### src/rtl/pwb_pkg.sv
// ----------------------------------------------------------------------------
// pwb_pkg
// Types, register indexes, wipe mode codes and constants shared by the wipe
// blend pipeline.
// ----------------------------------------------------------------------------
package pwb_pkg;

   localparam int CSR_INDEX_WIDTH = 3;
   localparam int CSR_DATA_WIDTH  = 32;

   localparam logic [CSR_INDEX_WIDTH-1:0] CSR_WIPE_MODE     = 3'd0;
   localparam logic [CSR_INDEX_WIDTH-1:0] CSR_RATE          = 3'd1;
   localparam logic [CSR_INDEX_WIDTH-1:0] CSR_FRAME_WIDTH   = 3'd2;
   localparam logic [CSR_INDEX_WIDTH-1:0] CSR_FRAME_HEIGHT  = 3'd3;
   localparam logic [CSR_INDEX_WIDTH-1:0] CSR_DISSOLVE_SEED = 3'd4;

   localparam logic [6:0] MODE_SOFT_DOWN   = 7'd2;
   localparam logic [6:0] MODE_SOFT_UP     = 7'd3;
   localparam logic [6:0] MODE_SOFT_RIGHT  = 7'd4;
   localparam logic [6:0] MODE_SOFT_LEFT   = 7'd5;
   localparam logic [6:0] MODE_SPLIT_OPEN  = 7'd6;
   localparam logic [6:0] MODE_SPLIT_CLOSE = 7'd7;
   localparam logic [6:0] MODE_DIAMOND_64  = 7'd8;
   localparam logic [6:0] MODE_DIAMOND_32  = 7'd9;
   localparam logic [6:0] MODE_DIAMOND_16  = 7'd10;
   localparam logic [6:0] MODE_DISSOLVE    = 7'd21;

   localparam logic [8:0]  WEIGHT_FULL   = 9'd256;
   localparam logic [8:0]  DIAMOND_FLOOR = 9'd16;
   localparam int          SOFT_OFFSET   = 255;
   localparam int          SPLIT_OFFSET  = 127;
   localparam int          SPLIT_HALF    = 64;
   localparam logic [5:0]  DIAMOND_MASK  = 6'h3f;
   localparam logic [5:0]  DIAMOND_HALF  = 6'd32;
   localparam logic [6:0]  DIAMOND_SPAN  = 7'd96;
   localparam logic [31:0] HASH_MUL_A    = 32'h9e3779b9;
   localparam logic [31:0] HASH_MUL_B    = 32'h7feb352d;

   typedef enum logic [2:0] {
      CLS_FADE,
      CLS_SOFT_LEAD,
      CLS_SOFT_TRAIL,
      CLS_SPLIT_OPEN,
      CLS_SPLIT_CLOSE,
      CLS_DIAMOND,
      CLS_DISSOLVE
   } pwb_class_type;

   typedef struct packed {
      logic [6:0]  wipe_mode;
      logic [8:0]  rate;
      logic [11:0] frame_width;
      logic [11:0] frame_height;
      logic [31:0] dissolve_seed;
   } pwb_cfg_type;

   localparam pwb_cfg_type CFG_RESET = '{
      wipe_mode:     7'd0,
      rate:          9'd0,
      frame_width:   12'd800,
      frame_height:  12'd600,
      dissolve_seed: 32'd0
   };

   typedef struct packed {
      logic [7:0] old_red;
      logic [7:0] old_green;
      logic [7:0] old_blue;
      logic [7:0] new_red;
      logic [7:0] new_green;
      logic [7:0] new_blue;
   } pwb_pix_type;

endpackage

### src/rtl/pwb_csr_if.sv
// ----------------------------------------------------------------------------
// pwb_csr_if
// Register write channel: valid, ready, register index and write data.
// ----------------------------------------------------------------------------
interface pwb_csr_if;
   logic                                valid;
   logic                                ready;
   logic [pwb_pkg::CSR_INDEX_WIDTH-1:0] index;
   logic [pwb_pkg::CSR_DATA_WIDTH-1:0]  data;

   modport source (output valid, output index, output data, input ready);
   modport sink (input valid, input index, input data, output ready);
endinterface

### src/rtl/pwb_req_if.sv
// ----------------------------------------------------------------------------
// pwb_req_if
// Pixel request channel: position plus the old and new frame pixel.
// ----------------------------------------------------------------------------
interface pwb_req_if #(parameter int COORD_WIDTH = 12);
   logic                   valid;
   logic                   ready;
   logic [COORD_WIDTH-1:0] pixel_x;
   logic [COORD_WIDTH-1:0] pixel_y;
   logic [7:0]             old_red;
   logic [7:0]             old_green;
   logic [7:0]             old_blue;
   logic [7:0]             new_red;
   logic [7:0]             new_green;
   logic [7:0]             new_blue;

   modport source (
      output valid, output pixel_x, output pixel_y,
      output old_red, output old_green, output old_blue,
      output new_red, output new_green, output new_blue,
      input  ready
   );
   modport sink (
      input  valid, input pixel_x, input pixel_y,
      input  old_red, input old_green, input old_blue,
      input  new_red, input new_green, input new_blue,
      output ready
   );
endinterface

### src/rtl/pwb_rsp_if.sv
// ----------------------------------------------------------------------------
// pwb_rsp_if
// Blended pixel response channel: RGB and the weight that was applied.
// ----------------------------------------------------------------------------
interface pwb_rsp_if;
   logic       valid;
   logic       ready;
   logic [7:0] out_red;
   logic [7:0] out_green;
   logic [7:0] out_blue;
   logic [8:0] mix_weight;

   modport source (
      output valid, output out_red, output out_green, output out_blue,
      output mix_weight, input ready
   );
   modport sink (
      input  valid, input out_red, input out_green, input out_blue,
      input  mix_weight, output ready
   );
endinterface

### src/rtl/pwb_weight.sv
// ----------------------------------------------------------------------------
// pwb_weight
// Four-stage weight pipeline: edge and hash products, offsets and hash mix,
// wipe ramp and second hash product, final weight select.
// ----------------------------------------------------------------------------
module pwb_weight #(
   parameter int COORD_WIDTH = 12
) (
   input  logic                   clock,
   input  logic                   reset,
   input  pwb_pkg::pwb_cfg_type   cfg,
   input  logic                   in_valid,
   output logic                   in_ready,
   input  logic [COORD_WIDTH-1:0] in_x,
   input  logic [COORD_WIDTH-1:0] in_y,
   input  pwb_pkg::pwb_pix_type   in_pix,
   output logic                   out_valid,
   input  logic                   out_ready,
   output logic [8:0]             out_weight,
   output pwb_pkg::pwb_pix_type   out_pix
);

   localparam int TW = ((COORD_WIDTH > 13) ? COORD_WIDTH : 13) + 2;
   localparam int YW = COORD_WIDTH + 12;

   logic adv1, adv2, adv3, adv4;
   logic [10:0] hw;

   // stage 1 next values
   logic [8:0]                r_in;
   pwb_pkg::pwb_class_type    cls_in;
   logic                      use_y_in;
   logic                      rise_in;
   logic [12:0]               base;
   logic [8:0]                factor;
   logic [21:0]               edge_prod;
   logic [12:0]               edge_in;
   logic signed [TW-1:0]      xd;
   logic signed [TW-1:0]      a_in;
   logic [YW-1:0]             yw_in;
   logic [31:0]               seedk_in;
   logic [1:0]                sh;
   logic [5:0]                dmask;
   logic [5:0]                dhalf;
   logic [6:0]                dspan;
   logic [5:0]                xm;
   logic [5:0]                ym;
   logic signed [6:0]         dx;
   logic signed [6:0]         dy;
   logic [5:0]                dax_in;
   logic [5:0]                day_in;
   logic [15:0]               ext_prod;
   logic signed [7:0]         ext_in;
   logic [17:0]               sq_prod;
   logic [8:0]                dw_in;

   // stage 1 registers
   logic                      s1_valid_ff;
   logic [COORD_WIDTH-1:0]    s1_x_ff;
   logic [8:0]                s1_r_ff;
   pwb_pkg::pwb_class_type    s1_cls_ff;
   logic [12:0]               s1_edge_ff;
   logic signed [TW-1:0]      s1_a_ff;
   logic [YW-1:0]             s1_yw_ff;
   logic [31:0]               s1_seedk_ff;
   logic [5:0]                s1_dax_ff;
   logic [5:0]                s1_day_ff;
   logic signed [7:0]         s1_ext_ff;
   logic [8:0]                s1_dw_ff;
   pwb_pkg::pwb_pix_type      s1_pix_ff;

   // stage 2
   logic signed [TW-1:0]      edge_s;
   logic signed [TW-1:0]      hw_s;
   logic signed [TW-1:0]      b_in;
   logic [31:0]               hash_v0;
   logic [31:0]               hash_v1;
   logic [22:0]               hash_in;
   logic signed [8:0]         drhs;
   logic                      inside_in;

   logic                      s2_valid_ff;
   logic [8:0]                s2_r_ff;
   pwb_pkg::pwb_class_type    s2_cls_ff;
   logic signed [TW-1:0]      s2_a_ff;
   logic signed [TW-1:0]      s2_b_ff;
   logic [22:0]               s2_hash_ff;
   logic                      s2_inside_ff;
   logic [8:0]                s2_dw_ff;
   pwb_pkg::pwb_pix_type      s2_pix_ff;

   // stage 3
   logic signed [TW-1:0]      t;
   logic                      neg;
   logic [8:0]                wipe_in;
   logic [22:0]               p_in;
   logic [8:0]                dsel_in;

   logic                      s3_valid_ff;
   logic [8:0]                s3_r_ff;
   pwb_pkg::pwb_class_type    s3_cls_ff;
   logic [8:0]                s3_wipe_ff;
   logic [22:0]               s3_p_ff;
   logic [8:0]                s3_dsel_ff;
   pwb_pkg::pwb_pix_type      s3_pix_ff;

   // stage 4
   logic [7:0]                hbyte;
   logic [8:0]                w_in;

   logic                      s4_valid_ff;
   logic [8:0]                s4_w_ff;
   pwb_pkg::pwb_pix_type      s4_pix_ff;

   assign adv4     = !s4_valid_ff || out_ready;
   assign adv3     = !s3_valid_ff || adv4;
   assign adv2     = !s2_valid_ff || adv3;
   assign adv1     = !s1_valid_ff || adv2;
   assign in_ready = adv1;

   assign hw = cfg.frame_width[11:1];

   // ---------------- stage 1 ----------------
   always_comb begin
      r_in     = (cfg.rate > pwb_pkg::WEIGHT_FULL) ? pwb_pkg::WEIGHT_FULL : cfg.rate;
      cls_in   = pwb_pkg::CLS_FADE;
      use_y_in = 1'b0;
      rise_in  = 1'b0;
      unique case (cfg.wipe_mode) inside
         pwb_pkg::MODE_SOFT_DOWN: begin
            cls_in   = pwb_pkg::CLS_SOFT_LEAD;
            use_y_in = 1'b1;
         end
         pwb_pkg::MODE_SOFT_UP: begin
            cls_in   = pwb_pkg::CLS_SOFT_TRAIL;
            use_y_in = 1'b1;
            rise_in  = 1'b1;
         end
         pwb_pkg::MODE_SOFT_RIGHT: begin
            cls_in = pwb_pkg::CLS_SOFT_LEAD;
         end
         pwb_pkg::MODE_SOFT_LEFT: begin
            cls_in  = pwb_pkg::CLS_SOFT_TRAIL;
            rise_in = 1'b1;
         end
         pwb_pkg::MODE_SPLIT_OPEN: begin
            cls_in = pwb_pkg::CLS_SPLIT_OPEN;
         end
         pwb_pkg::MODE_SPLIT_CLOSE: begin
            cls_in  = pwb_pkg::CLS_SPLIT_CLOSE;
            rise_in = 1'b1;
         end
         pwb_pkg::MODE_DIAMOND_64, pwb_pkg::MODE_DIAMOND_32,
         pwb_pkg::MODE_DIAMOND_16: begin
            cls_in = pwb_pkg::CLS_DIAMOND;
         end
         pwb_pkg::MODE_DISSOLVE: begin
            cls_in = pwb_pkg::CLS_DISSOLVE;
         end
         default: begin
            cls_in = pwb_pkg::CLS_FADE;
         end
      endcase

      if (cls_in == pwb_pkg::CLS_SPLIT_OPEN || cls_in == pwb_pkg::CLS_SPLIT_CLOSE) begin
         base = {2'b00, hw} + 13'(pwb_pkg::SPLIT_OFFSET);
      end else if (use_y_in) begin
         base = {1'b0, cfg.frame_height} + 13'(pwb_pkg::SOFT_OFFSET);
      end else begin
         base = {1'b0, cfg.frame_width} + 13'(pwb_pkg::SOFT_OFFSET);
      end
      factor    = rise_in ? r_in : (pwb_pkg::WEIGHT_FULL - r_in);
      edge_prod = 22'(base) * 22'(factor);
      edge_in   = edge_prod[20:8];

      xd = $signed({{(TW-COORD_WIDTH){1'b0}}, in_x}) - $signed({{(TW-11){1'b0}}, hw});
      if (cls_in == pwb_pkg::CLS_SPLIT_OPEN || cls_in == pwb_pkg::CLS_SPLIT_CLOSE) begin
         a_in = (xd < 0) ? -xd : xd;
      end else if (use_y_in) begin
         a_in = $signed({{(TW-COORD_WIDTH){1'b0}}, in_y});
      end else begin
         a_in = $signed({{(TW-COORD_WIDTH){1'b0}}, in_x});
      end

      yw_in    = YW'(in_y) * YW'(cfg.frame_width);
      seedk_in = cfg.dissolve_seed * pwb_pkg::HASH_MUL_A;

      sh       = 2'(cfg.wipe_mode - pwb_pkg::MODE_DIAMOND_64);
      dmask    = pwb_pkg::DIAMOND_MASK >> sh;
      dhalf    = pwb_pkg::DIAMOND_HALF >> sh;
      dspan    = pwb_pkg::DIAMOND_SPAN >> sh;
      xm       = in_x[5:0] & dmask;
      ym       = in_y[5:0] & dmask;
      dx       = $signed({1'b0, xm}) - $signed({1'b0, dhalf});
      dy       = $signed({1'b0, ym}) - $signed({1'b0, dhalf});
      dax_in   = 6'((dx < 0) ? -dx : dx);
      day_in   = 6'((dy < 0) ? -dy : dy);
      ext_prod = 16'(dspan) * 16'(r_in);
      ext_in   = $signed({1'b0, ext_prod[14:8]}) - $signed({2'b00, dhalf});
      sq_prod  = 18'(r_in) * 18'(r_in);
      dw_in    = pwb_pkg::DIAMOND_FLOOR + sq_prod[17:9];
   end

   always_ff @(posedge clock) begin
      if (reset) begin
         s1_valid_ff <= 1'b0;
      end else if (adv1) begin
         s1_valid_ff <= in_valid;
      end
   end

   always_ff @(posedge clock) begin
      if (adv1) begin
         s1_x_ff     <= in_x;
         s1_r_ff     <= r_in;
         s1_cls_ff   <= cls_in;
         s1_edge_ff  <= edge_in;
         s1_a_ff     <= a_in;
         s1_yw_ff    <= yw_in;
         s1_seedk_ff <= seedk_in;
         s1_dax_ff   <= dax_in;
         s1_day_ff   <= day_in;
         s1_ext_ff   <= ext_in;
         s1_dw_ff    <= dw_in;
         s1_pix_ff   <= in_pix;
      end
   end

   // ---------------- stage 2 ----------------
   always_comb begin
      edge_s = $signed({{(TW-13){1'b0}}, s1_edge_ff});
      hw_s   = $signed({{(TW-11){1'b0}}, hw});
      case (s1_cls_ff)
         pwb_pkg::CLS_SOFT_LEAD:   b_in = TW'(pwb_pkg::SOFT_OFFSET) - edge_s;
         pwb_pkg::CLS_SOFT_TRAIL:  b_in = edge_s;
         pwb_pkg::CLS_SPLIT_OPEN:  b_in = hw_s - edge_s + TW'(pwb_pkg::SPLIT_OFFSET);
         pwb_pkg::CLS_SPLIT_CLOSE: b_in = edge_s - hw_s;
         default:                  b_in = '0;
      endcase

      hash_v0   = 32'(s1_x_ff) + 32'(s1_yw_ff) + s1_seedk_ff;
      hash_v1   = hash_v0 ^ (hash_v0 >> 16);
      hash_in   = hash_v1[22:0];

      drhs      = $signed({3'b000, s1_day_ff}) + $signed({s1_ext_ff[7], s1_ext_ff});
      inside_in = $signed({3'b000, s1_dax_ff}) < drhs;
   end

   always_ff @(posedge clock) begin
      if (reset) begin
         s2_valid_ff <= 1'b0;
      end else if (adv2) begin
         s2_valid_ff <= s1_valid_ff;
      end
   end

   always_ff @(posedge clock) begin
      if (adv2) begin
         s2_r_ff      <= s1_r_ff;
         s2_cls_ff    <= s1_cls_ff;
         s2_a_ff      <= s1_a_ff;
         s2_b_ff      <= b_in;
         s2_hash_ff   <= hash_in;
         s2_inside_ff <= inside_in;
         s2_dw_ff     <= s1_dw_ff;
         s2_pix_ff    <= s1_pix_ff;
      end
   end

   // ---------------- stage 3 ----------------
   always_comb begin
      neg = (s2_cls_ff == pwb_pkg::CLS_SOFT_TRAIL) || (s2_cls_ff == pwb_pkg::CLS_SPLIT_OPEN);
      t   = neg ? (s2_b_ff - s2_a_ff) : (s2_b_ff + s2_a_ff);
      case (s2_cls_ff) inside
         pwb_pkg::CLS_SOFT_LEAD, pwb_pkg::CLS_SOFT_TRAIL: begin
            if (t <= 0) begin
               wipe_in = 9'd0;
            end else if (t >= pwb_pkg::SOFT_OFFSET) begin
               wipe_in = pwb_pkg::WEIGHT_FULL;
            end else begin
               wipe_in = 9'(t);
            end
         end
         default: begin
            if (t <= 0) begin
               wipe_in = 9'd0;
            end else if (t >= pwb_pkg::SPLIT_OFFSET) begin
               wipe_in = pwb_pkg::WEIGHT_FULL;
            end else begin
               wipe_in = {t[7:0], 1'b0} + {8'd0, (t >= pwb_pkg::SPLIT_HALF)};
            end
         end
      endcase

      p_in    = s2_hash_ff * pwb_pkg::HASH_MUL_B[22:0];
      dsel_in = s2_inside_ff ? s2_dw_ff : 9'd0;
   end

   always_ff @(posedge clock) begin
      if (reset) begin
         s3_valid_ff <= 1'b0;
      end else if (adv3) begin
         s3_valid_ff <= s2_valid_ff;
      end
   end

   always_ff @(posedge clock) begin
      if (adv3) begin
         s3_r_ff    <= s2_r_ff;
         s3_cls_ff  <= s2_cls_ff;
         s3_wipe_ff <= wipe_in;
         s3_p_ff    <= p_in;
         s3_dsel_ff <= dsel_in;
         s3_pix_ff  <= s2_pix_ff;
      end
   end

   // ---------------- stage 4 ----------------
   always_comb begin
      hbyte = s3_p_ff[7:0] ^ s3_p_ff[22:15];
      case (s3_cls_ff) inside
         pwb_pkg::CLS_SOFT_LEAD, pwb_pkg::CLS_SOFT_TRAIL,
         pwb_pkg::CLS_SPLIT_OPEN, pwb_pkg::CLS_SPLIT_CLOSE: w_in = s3_wipe_ff;
         pwb_pkg::CLS_DIAMOND:  w_in = s3_dsel_ff;
         pwb_pkg::CLS_DISSOLVE: w_in = ({1'b0, hbyte} < s3_r_ff) ? pwb_pkg::WEIGHT_FULL : 9'd0;
         default:               w_in = s3_r_ff;
      endcase
   end

   always_ff @(posedge clock) begin
      if (reset) begin
         s4_valid_ff <= 1'b0;
      end else if (adv4) begin
         s4_valid_ff <= s3_valid_ff;
      end
   end

   always_ff @(posedge clock) begin
      if (adv4) begin
         s4_w_ff   <= w_in;
         s4_pix_ff <= s3_pix_ff;
      end
   end

   assign out_valid  = s4_valid_ff;
   assign out_weight = s4_w_ff;
   assign out_pix    = s4_pix_ff;

endmodule

### src/rtl/pwb_blend.sv
// ----------------------------------------------------------------------------
// pwb_blend
// Two-stage RGB mixer: weighted products per channel, then sum and scale
// into the output register.
// ----------------------------------------------------------------------------
module pwb_blend (
   input  logic                 clock,
   input  logic                 reset,
   input  logic                 in_valid,
   output logic                 in_ready,
   input  logic [8:0]           in_weight,
   input  pwb_pkg::pwb_pix_type in_pix,
   output logic                 out_valid,
   input  logic                 out_ready,
   output logic [7:0]           out_red,
   output logic [7:0]           out_green,
   output logic [7:0]           out_blue,
   output logic [8:0]           out_weight
);

   logic             adv5, adv6;
   logic [8:0]       inv_w;
   logic [2:0][7:0]  old_ch;
   logic [2:0][7:0]  new_ch;
   logic [2:0][15:0] po_in;
   logic [2:0][15:0] pn_in;
   logic [2:0][16:0] sum;
   logic [2:0][7:0]  mix_in;

   logic             s5_valid_ff;
   logic [2:0][15:0] s5_po_ff;
   logic [2:0][15:0] s5_pn_ff;
   logic [8:0]       s5_w_ff;

   logic             s6_valid_ff;
   logic [2:0][7:0]  s6_mix_ff;
   logic [8:0]       s6_w_ff;

   assign adv6     = !s6_valid_ff || out_ready;
   assign adv5     = !s5_valid_ff || adv6;
   assign in_ready = adv5;

   always_comb begin
      inv_w     = pwb_pkg::WEIGHT_FULL - in_weight;
      old_ch[0] = in_pix.old_red;
      old_ch[1] = in_pix.old_green;
      old_ch[2] = in_pix.old_blue;
      new_ch[0] = in_pix.new_red;
      new_ch[1] = in_pix.new_green;
      new_ch[2] = in_pix.new_blue;
      for (int i = 0; i < 3; i++) begin
         po_in[i] = 16'(old_ch[i]) * 16'(inv_w);
         pn_in[i] = 16'(new_ch[i]) * 16'(in_weight);
      end
   end

   always_ff @(posedge clock) begin
      if (reset) begin
         s5_valid_ff <= 1'b0;
      end else if (adv5) begin
         s5_valid_ff <= in_valid;
      end
   end

   always_ff @(posedge clock) begin
      if (adv5) begin
         s5_po_ff <= po_in;
         s5_pn_ff <= pn_in;
         s5_w_ff  <= in_weight;
      end
   end

   always_comb begin
      for (int i = 0; i < 3; i++) begin
         sum[i]    = {1'b0, s5_po_ff[i]} + {1'b0, s5_pn_ff[i]};
         mix_in[i] = sum[i][15:8];
      end
   end

   always_ff @(posedge clock) begin
      if (reset) begin
         s6_valid_ff <= 1'b0;
      end else if (adv6) begin
         s6_valid_ff <= s5_valid_ff;
      end
   end

   always_ff @(posedge clock) begin
      if (adv6) begin
         s6_mix_ff <= mix_in;
         s6_w_ff   <= s5_w_ff;
      end
   end

   assign out_valid  = s6_valid_ff;
   assign out_red    = s6_mix_ff[0];
   assign out_green  = s6_mix_ff[1];
   assign out_blue   = s6_mix_ff[2];
   assign out_weight = s6_w_ff;

endmodule

### src/rtl/procedural_wipe_blend.sv
// ----------------------------------------------------------------------------
// procedural_wipe_blend
// Per-pixel transition blender: wipe-mode weight and old/new RGB mix.
// ----------------------------------------------------------------------------
// Takes one pixel per clock, given no backpressure, and passes it through six
// registered stages: four stages form the weight (edge and
// hash products, offsets, ramp and second hash product, mode select) and two
// form the mix (channel products, sum and scale). Every stage holds its item
// while the next one is full, so a stall on the response side stops the
// pipeline without loss; ready follows the free slots through all six stages.
// Registers take effect for pixels transferred after the write and are meant
// to change only between frames, with the pipeline drained.
module procedural_wipe_blend #(
   parameter int COORD_WIDTH = 12
) (
   input logic        clock,
   input logic        reset,
   pwb_csr_if.sink    csr_if,
   pwb_req_if.sink    req_if,
   pwb_rsp_if.source  rsp_if
);

   pwb_pkg::pwb_cfg_type cfg_ff;
   pwb_pkg::pwb_cfg_type cfg_in;
   pwb_pkg::pwb_pix_type req_pix;
   pwb_pkg::pwb_pix_type mid_pix;
   logic                 mid_valid;
   logic                 mid_ready;
   logic [8:0]           mid_weight;

   assign csr_if.ready = 1'b1;

   always_comb begin
      cfg_in = cfg_ff;
      if (csr_if.valid) begin
         unique case (csr_if.index)
            pwb_pkg::CSR_WIPE_MODE:     cfg_in.wipe_mode     = csr_if.data[6:0];
            pwb_pkg::CSR_RATE:          cfg_in.rate          = csr_if.data[8:0];
            pwb_pkg::CSR_FRAME_WIDTH:   cfg_in.frame_width   = csr_if.data[11:0];
            pwb_pkg::CSR_FRAME_HEIGHT:  cfg_in.frame_height  = csr_if.data[11:0];
            pwb_pkg::CSR_DISSOLVE_SEED: cfg_in.dissolve_seed = csr_if.data[31:0];
            default: begin
               cfg_in = cfg_ff;
            end
         endcase
      end
   end

   always_ff @(posedge clock) begin
      if (reset) begin
         cfg_ff <= pwb_pkg::CFG_RESET;
      end else begin
         cfg_ff <= cfg_in;
      end
   end

   assign req_pix.old_red   = req_if.old_red;
   assign req_pix.old_green = req_if.old_green;
   assign req_pix.old_blue  = req_if.old_blue;
   assign req_pix.new_red   = req_if.new_red;
   assign req_pix.new_green = req_if.new_green;
   assign req_pix.new_blue  = req_if.new_blue;

   pwb_weight #(
      .COORD_WIDTH (COORD_WIDTH)
   ) u_weight (
      .clock      (clock),
      .reset      (reset),
      .cfg        (cfg_ff),
      .in_valid   (req_if.valid),
      .in_ready   (req_if.ready),
      .in_x       (req_if.pixel_x),
      .in_y       (req_if.pixel_y),
      .in_pix     (req_pix),
      .out_valid  (mid_valid),
      .out_ready  (mid_ready),
      .out_weight (mid_weight),
      .out_pix    (mid_pix)
   );

   pwb_blend u_blend (
      .clock      (clock),
      .reset      (reset),
      .in_valid   (mid_valid),
      .in_ready   (mid_ready),
      .in_weight  (mid_weight),
      .in_pix     (mid_pix),
      .out_valid  (rsp_if.valid),
      .out_ready  (rsp_if.ready),
      .out_red    (rsp_if.out_red),
      .out_green  (rsp_if.out_green),
      .out_blue   (rsp_if.out_blue),
      .out_weight (rsp_if.mix_weight)
   );

endmodule

### src/flat_wrapper.sv
// flat-port wrapper written by rule: the top's interface ports become plain ports
module procedural_wipe_blend_flat 
#(
   parameter int COORD_WIDTH = 12
)
  (clock, reset, csr_if_valid, csr_if_index, csr_if_data, csr_if_ready, req_if_valid, req_if_pixel_x, req_if_pixel_y, req_if_old_red, req_if_old_green, req_if_old_blue, req_if_new_red, req_if_new_green, req_if_new_blue, req_if_ready, rsp_if_valid, rsp_if_out_red, rsp_if_out_green, rsp_if_out_blue, rsp_if_mix_weight, rsp_if_ready);
  pwb_csr_if csr_if_i ();
  pwb_req_if #(.COORD_WIDTH(COORD_WIDTH)) req_if_i ();
  pwb_rsp_if rsp_if_i ();
  input logic clock;
  input logic reset;
  input wire logic [$bits(csr_if_i.valid)-1:0] csr_if_valid;
  input wire logic [$bits(csr_if_i.index)-1:0] csr_if_index;
  input wire logic [$bits(csr_if_i.data)-1:0] csr_if_data;
  output wire logic [$bits(csr_if_i.ready)-1:0] csr_if_ready;
  input wire logic [$bits(req_if_i.valid)-1:0] req_if_valid;
  input wire logic [$bits(req_if_i.pixel_x)-1:0] req_if_pixel_x;
  input wire logic [$bits(req_if_i.pixel_y)-1:0] req_if_pixel_y;
  input wire logic [$bits(req_if_i.old_red)-1:0] req_if_old_red;
  input wire logic [$bits(req_if_i.old_green)-1:0] req_if_old_green;
  input wire logic [$bits(req_if_i.old_blue)-1:0] req_if_old_blue;
  input wire logic [$bits(req_if_i.new_red)-1:0] req_if_new_red;
  input wire logic [$bits(req_if_i.new_green)-1:0] req_if_new_green;
  input wire logic [$bits(req_if_i.new_blue)-1:0] req_if_new_blue;
  output wire logic [$bits(req_if_i.ready)-1:0] req_if_ready;
  output wire logic [$bits(rsp_if_i.valid)-1:0] rsp_if_valid;
  output wire logic [$bits(rsp_if_i.out_red)-1:0] rsp_if_out_red;
  output wire logic [$bits(rsp_if_i.out_green)-1:0] rsp_if_out_green;
  output wire logic [$bits(rsp_if_i.out_blue)-1:0] rsp_if_out_blue;
  output wire logic [$bits(rsp_if_i.mix_weight)-1:0] rsp_if_mix_weight;
  input wire logic [$bits(rsp_if_i.ready)-1:0] rsp_if_ready;
  assign csr_if_i.valid = csr_if_valid;
  assign csr_if_i.index = csr_if_index;
  assign csr_if_i.data = csr_if_data;
  assign csr_if_ready = csr_if_i.ready;
  assign req_if_i.valid = req_if_valid;
  assign req_if_i.pixel_x = req_if_pixel_x;
  assign req_if_i.pixel_y = req_if_pixel_y;
  assign req_if_i.old_red = req_if_old_red;
  assign req_if_i.old_green = req_if_old_green;
  assign req_if_i.old_blue = req_if_old_blue;
  assign req_if_i.new_red = req_if_new_red;
  assign req_if_i.new_green = req_if_new_green;
  assign req_if_i.new_blue = req_if_new_blue;
  assign req_if_ready = req_if_i.ready;
  assign rsp_if_valid = rsp_if_i.valid;
  assign rsp_if_out_red = rsp_if_i.out_red;
  assign rsp_if_out_green = rsp_if_i.out_green;
  assign rsp_if_out_blue = rsp_if_i.out_blue;
  assign rsp_if_mix_weight = rsp_if_i.mix_weight;
  assign rsp_if_i.ready = rsp_if_ready;
  procedural_wipe_blend #(.COORD_WIDTH(COORD_WIDTH)) u_core (.clock(clock), .reset(reset), .csr_if(csr_if_i), .req_if(req_if_i), .rsp_if(rsp_if_i));
endmodule
### config.mk
export PLATFORM = sky130hd
export DESIGN_NAME = procedural_wipe_blend_flat
export DESIGN_NICKNAME = d
export VERILOG_FILES = /design/src/rtl/pwb_pkg.sv /design/src/rtl/pwb_csr_if.sv /design/src/rtl/pwb_req_if.sv /design/src/rtl/pwb_rsp_if.sv /design/src/rtl/pwb_weight.sv /design/src/rtl/pwb_blend.sv /design/src/rtl/procedural_wipe_blend.sv /design/src/flat_wrapper.sv
export SDC_FILE = /design/constraint.sdc
export NUM_CORES = 2
export LEC_CHECK = 0
export ABC_CLOCK_PERIOD_IN_PS = 14400
export BUFFER_PORTS_ARGS = -buffer_cell sky130_fd_sc_hd__buf_2
export CORE_MARGIN = 3
export CORE_UTILIZATION = 34
export CTS_CLUSTER_DIAMETER = 50
export DETAILED_ROUTE_END_ITERATION = 8
export HOLD_SLACK_MARGIN = 0.12
export SETUP_SLACK_MARGIN = 0.02
export SYNTH_ARGS = -nofsm -noshare
export SYNTH_HDL_FRONTEND = slang
export SYNTH_HIERARCHICAL = 1
export SYNTH_SLANG_ARGS = --single-unit
### constraint.sdc
create_clock -name clock -period 14.4 [get_ports clock]
set_input_delay 2.88 -clock clock [delete_from_list [all_inputs] [get_ports clock]]
set_output_delay 2.88 -clock clock [all_outputs]
set_load 0.01 [all_outputs]
# [After elaboration in Yosys (flattened, before gate mapping)]
# Index checks and enable logic that the tools add are counted.
[op_classes] n_addsub=27 n_mul=12 magnitude_cmp=10 n_eq_ne=29 n_shift=3 n_mux=23 n_bitwise=4 reduce_logical=27
[op_table] cell="$mux 9" n=11
[op_table] cell="$mul 8x9->16" n=6
[op_table] cell="$pmux 15 s4" n=1
[op_table] cell="$add 16x16->16" n=3
[op_table] cell="$mux 15" n=3
[op_table] cell="$add 25x32->32" n=1
[op_table] cell="$mul 32x32->32 const B" n=1
[op_table] cell="$ge 15x8->1 const B" n=2
[op_table] cell="$eq 7x3->1 const B" n=4
[op_table] cell="$eq 3x2->1 const B" n=9
[op_table] cell="$add 12x8->13 const B" n=2
[op_table] cell="$mux 13" n=2
[op_table] cell="$add 12x24->25" n=1
[op_table] cell="$mul 12x12->24" n=1
[op_table] cell="$mul 23x22->23 const B" n=1
[op_table] cell="$xor 23x16->23" n=1
[op_table] cell="$eq 7x4->1 const B" n=3
[op_table] cell="$mul 13x9->21" n=1
[op_table] cell="$eq 3x3->1 const B" n=6
[op_table] cell="$mul 9x9->18" n=1
[op_table] cell="$pmux 3 s6" n=1
[op_table] cell="$sub 9x9->9 const A" n=2
[op_table] cell="$add 14x8->15 const B" n=1
[op_table] cell="$add 15x15->15" n=1
[op_table] cell="other kinds (39)" n=70
[word_totals] ff_bits=682 input_bits=112 out_inout_bits=36 elab_cells=205

# [Logic depth before layout (Yosys ltp)]
[logic_depth] ltp_word=8 ltp_mapped=34 ltp_nobuf=30

# [Hierarchy]
# Netlist, hierarchy kept.
[by_module_without_submodules] module="pwb_weight" instances=1 cells_each=4321 area_each_um2=46726.1 seq_area_each_um2=13833.3
[by_module_without_submodules] module="pwb_blend" instances=1 cells_each=1967 area_each_um2=19145.9 seq_area_each_um2=4184.0
[by_module_without_submodules] module="procedural_wipe_blend" instances=1 cells_each=288 area_each_um2=3035.4 seq_area_each_um2=1441.4

# [Worst setup path after synthesis]
# OpenSTA, ideal clock, no wires.
[synth_path] path_type="input -> output" start="in rsp_if_ready" end="out req_if_ready" arrival_ns=9.816 t_required_ns=11.520 path_slack_ns=1.704 cell_stages=5 path_buffers=0 path_cell_list="nor2b_1 > nand2_1 > nor2b_1 > and3_1 > nand2_1"
[synth_between] elab_chain_cells=6
[synth_lines] element="start: declaration" line="flat_wrapper.sv:31" text="input wire logic [$bits(rsp_if_i.ready)-1:0] rsp_if_ready;"
[synth_lines] element="$logic_or 1x1->1" line="pwb_blend.sv:39" text="assign adv6 = !s6_valid_ff || out_ready;"
[synth_lines] element="$logic_or 1x1->1" line="pwb_blend.sv:40" text="assign adv5 = !s5_valid_ff || adv6;"
[synth_lines] element="named net u_core.mid_ready" line="procedural_wipe_blend.sv:28" text="logic mid_ready;"
[synth_lines] element="$logic_or 1x1->1" line="pwb_weight.sv:115" text="assign adv4 = !s4_valid_ff || out_ready;"
[synth_lines] element="$logic_or 1x1->1" line="pwb_weight.sv:116" text="assign adv3 = !s3_valid_ff || adv4;"
[synth_lines] element="$logic_or 1x1->1" line="pwb_weight.sv:117" text="assign adv2 = !s2_valid_ff || adv3;"
[synth_lines] element="$logic_or 1x1->1" line="pwb_weight.sv:118" text="assign adv1 = !s1_valid_ff || adv2;"
[synth_lines] element="end: declaration" line="flat_wrapper.sv:25" text="output wire logic [$bits(req_if_i.ready)-1:0] req_if_ready;"
# The timed path passes the listed nets, and every way through them passes these cells.

# [Final worst setup path]
# Ends and elaborated chain as after synthesis.

==> impl_metrics.tcl <==
set metrics [dict create \
    status "completed" \
    antenna_found_initial 21 \
    crit_arrival_ns 5.51 \
    cts_inserted_buffers 91 \
    relSlewSlack_pct 14.20 \
    critPathCaptureType "output pin" \
    ys.flop_type "edfxtp_1" \
    finalCoreUtilization_pct 37.84 \
    fin_crit_ns 8.387 \
    clk_latency_ns 0.71 \
    gp_congestion 0.9075 \
    num_io_pins 148 \
    required_ns 11.52 \
    drt_iter0_drc 2381 \
    grt_max_degree 117 \
    min_path_cells 0 \
    cap_violations 0 \
    die_h_um 456.2 \
    drc_errors 0 \
    fin_crit_sh_pct 58.24 \
    rrSetupSlack_ns 6.24 \
    setup_violations 0 \
    synthArstFlopShare_pct 0 \
    critPathLaunch "rsp_if_ready" \
    fmax_mhz 119.2 \
    tightest_slew_ns 1.251 \
    antenna_left 0 \
    grt_usage_pct 15.94 \
    fp.dieW_um 456.2 \
    wl_um 165000 \
    hold_viol 0 \
    tns_ns 0 \
    core-area_mm2 0.2007 \
    critical_path_class "input pin to output pin" \
    clock-sinks 674 \
    reg2regPathDepth 27 \
    path_clk_slew_ns 0.06 \
    hp-start "u_core/u_weight/s1_r_ff[2]" \
    synth_cells 6576 \
    port_buffers 146 \
    drive_above_1_share_pct 6.060 \
    synth_edf_count 596 \
    crit_fanout 37 \
    row_count 164 \
    avgSynthCellArea_um2 10.48 \
    cts-hold-fix-buffers 0 \
    synth_cell_type_count 99 \
    syn_to_final_growth_pct 10.20 \
    hold_path.class "register to register" \
    finalClockSkew_ns 0.05745 \
    via_count 44880 \
    start_util_pct 34.34 \
    seq_area_frac_synth_pct 28.24 \
    min_to "u_core/u_weight/s2_r_ff[2]" \
    postCtsSetupBuffers 0 \
    synth_largest_area_cell "edfxtp_1" \
    r2r_end "u_core/u_weight/s1_edge_ff[12]" \
    cts_max_level 3 \
    vias_per_cell 4.745 \
    ys_ff_latch 674 \
    multi_input_area_mm2 0.04402 \
    r2r_start "u_core/cfg_ff[66]" \
    cts_tree "yes" \
    cts_buffer_depth 3 \
    cts_resized 0 \
    synth_area_mm2 0.06891 \
    dieArea_mm2 0.2081 \
    grt_pass1_vias 48020 \
    ff_latch_area_mm2 0.01946 \
    grt_overflow 0 \
    synth_top_cell_area_share_pct 25.97 \
    fin_nets 8501 \
    dp_hpwl_um 133000 \
    yosys_warnings 6 \
    maxSlewViolCount 0 \
    critPathLaunchType "input pin" \
    wl_per_cell_um 17.45 \
    clockRootBuffer "clkbuf_16" \
    grt_pass1_wl_um 264000 \
    firstDrtPassIters 5 \
    synth.top_cells.by_area "edfxtp_1 (26%), fa_1 (23%), ha_1 (16%)" \
    rsz0062_at_grt "false" \
    nFillCells 19820 \
]
## Yosys cell counts, drive strengths merged (52+ instances only)
master	n
a21o	52
a21oi	207
and2	366
clkbuf	126
dfxtp	78
edfxtp	596
fa	805
ha	862
inv	1292
mux2i	96
nand2	443
nand2b	147
nand3	67
nor2	330
nor2b	71
nor3	73
o21a	52
o21ai	140
xnor2	310
xor2	106
## sequential cells by signal, summed over array words and instances, names as in the netlist, 12 cells and up
register	flops
u_core/u_weight/s1_x_ff	12
u_core/u_weight/s2_a_ff	15
u_core/u_weight/s2_hash_ff	23
u_core/u_weight/s3_pix_ff	48
u_core/u_weight/out_pix	48
u_core/u_weight/s1_a_ff	15
u_core/u_weight/s1_pix_ff	48
u_core/u_weight/s1_seedk_ff	32
u_core/u_weight/s3_p_ff	16
u_core/u_weight/s1_yw_ff	24
u_core/cfg_ff	72
u_core/u_weight/s2_pix_ff	48
u_core/u_blend/s5_po_ff	48
u_core/u_weight/s2_b_ff	15
u_core/u_blend/s5_pn_ff	48
u_core/u_weight/s1_edge_ff	13
## worst max path at each step
stage                                                 to  slack, ns
final                                       req_if_ready       6.01
after global routing      u_core/u_weight/s1_edge_ff[12]       5.73
after CTS                                   req_if_ready       5.84
after detailed placement                    req_if_ready       5.85
after global placement                      req_if_ready       5.94
after floorplan                             req_if_ready       1.70
## layout make-up
type                            count  area share [%]
Tap cell                         2656           4.376
Timing Repair Buffer              201           1.506
Inverter                         1296           6.413
Multi-Input combinational cell   4458           57.97
Clock buffer                      105           3.136
Clock inverter                     65          0.9655
Antenna cell                        4         0.01318
Sequential cell                   674           25.62
## routing by layer
layer	routed length [um]	up-vias	part of all wire [%]	track usage, %
met1	70500	22250	43	20.04
li1	-	21470	-	-
met2	83030	907	50	28.44
met5	13	-	0.0079	0
met3	6743	255	4.1	2.226
met4	4733	2	2.9	4.468
## cells in the final DEF, fill, tap and decap left out, drive strengths merged, types with 106 or more instances in the layout
cell type | netlist | layout
nor2 | 330 | 330
nand2b | 147 | 147
ha | 862 | 862
inv | 1292 | 1312
xnor2 | 310 | 310
and2 | 366 | 366
buf | 33 | 201
o21ai | 140 | 140
fa | 805 | 805
nand2 | 443 | 443
a21oi | 207 | 207
edfxtp | 596 | 596
xor2 | 106 | 106
## stage by stage
stage	cells	hold slack, ns	worst slack [ns]	area, um^2
2_1_floorplan	6587	0.4003	1.704	68950
3_3_place_gp	9285	0.4011	5.941	72810
3_5_place_dp	9285	0.4045	5.846	72810
4_1_cts	9455	0.3785	5.842	75930
5_1_grt	9457	0.3907	5.730	75930
6_report	9459	0.3795	6.013	75940
## worst max-delay path, stage by stage
cell,delay (ns)
buf_2,0.10
nor2b_1,0.72
nand2_4,0.51
nor2b_1,0.54
and3_1,0.42
nand2_4,0.12
buf_2,0.20
## cell families (layout without fill, tap and decap cells)
| logic type | after synthesis | after routing | share of synthesized area, % |
|---|---|---|---|
| mux | 101 | 101 | 1.482 |
| simple gates | 1608 | 1608 | 11.76 |
| flops | 674 | 674 | 28.24 |
| compound gates | 650 | 650 | 6.088 |
| other cells | 3 | 18 | 0.01634 |
| buf+inv | 1455 | 1667 | 7.995 |
| fa+ha+maj | 1668 | 1668 | 39.05 |
| xor+xnor | 417 | 417 | 5.364 |
Power is not shown: default switching activity piles up to over one toggle a cycle in this logic, so the estimate is an artifact.
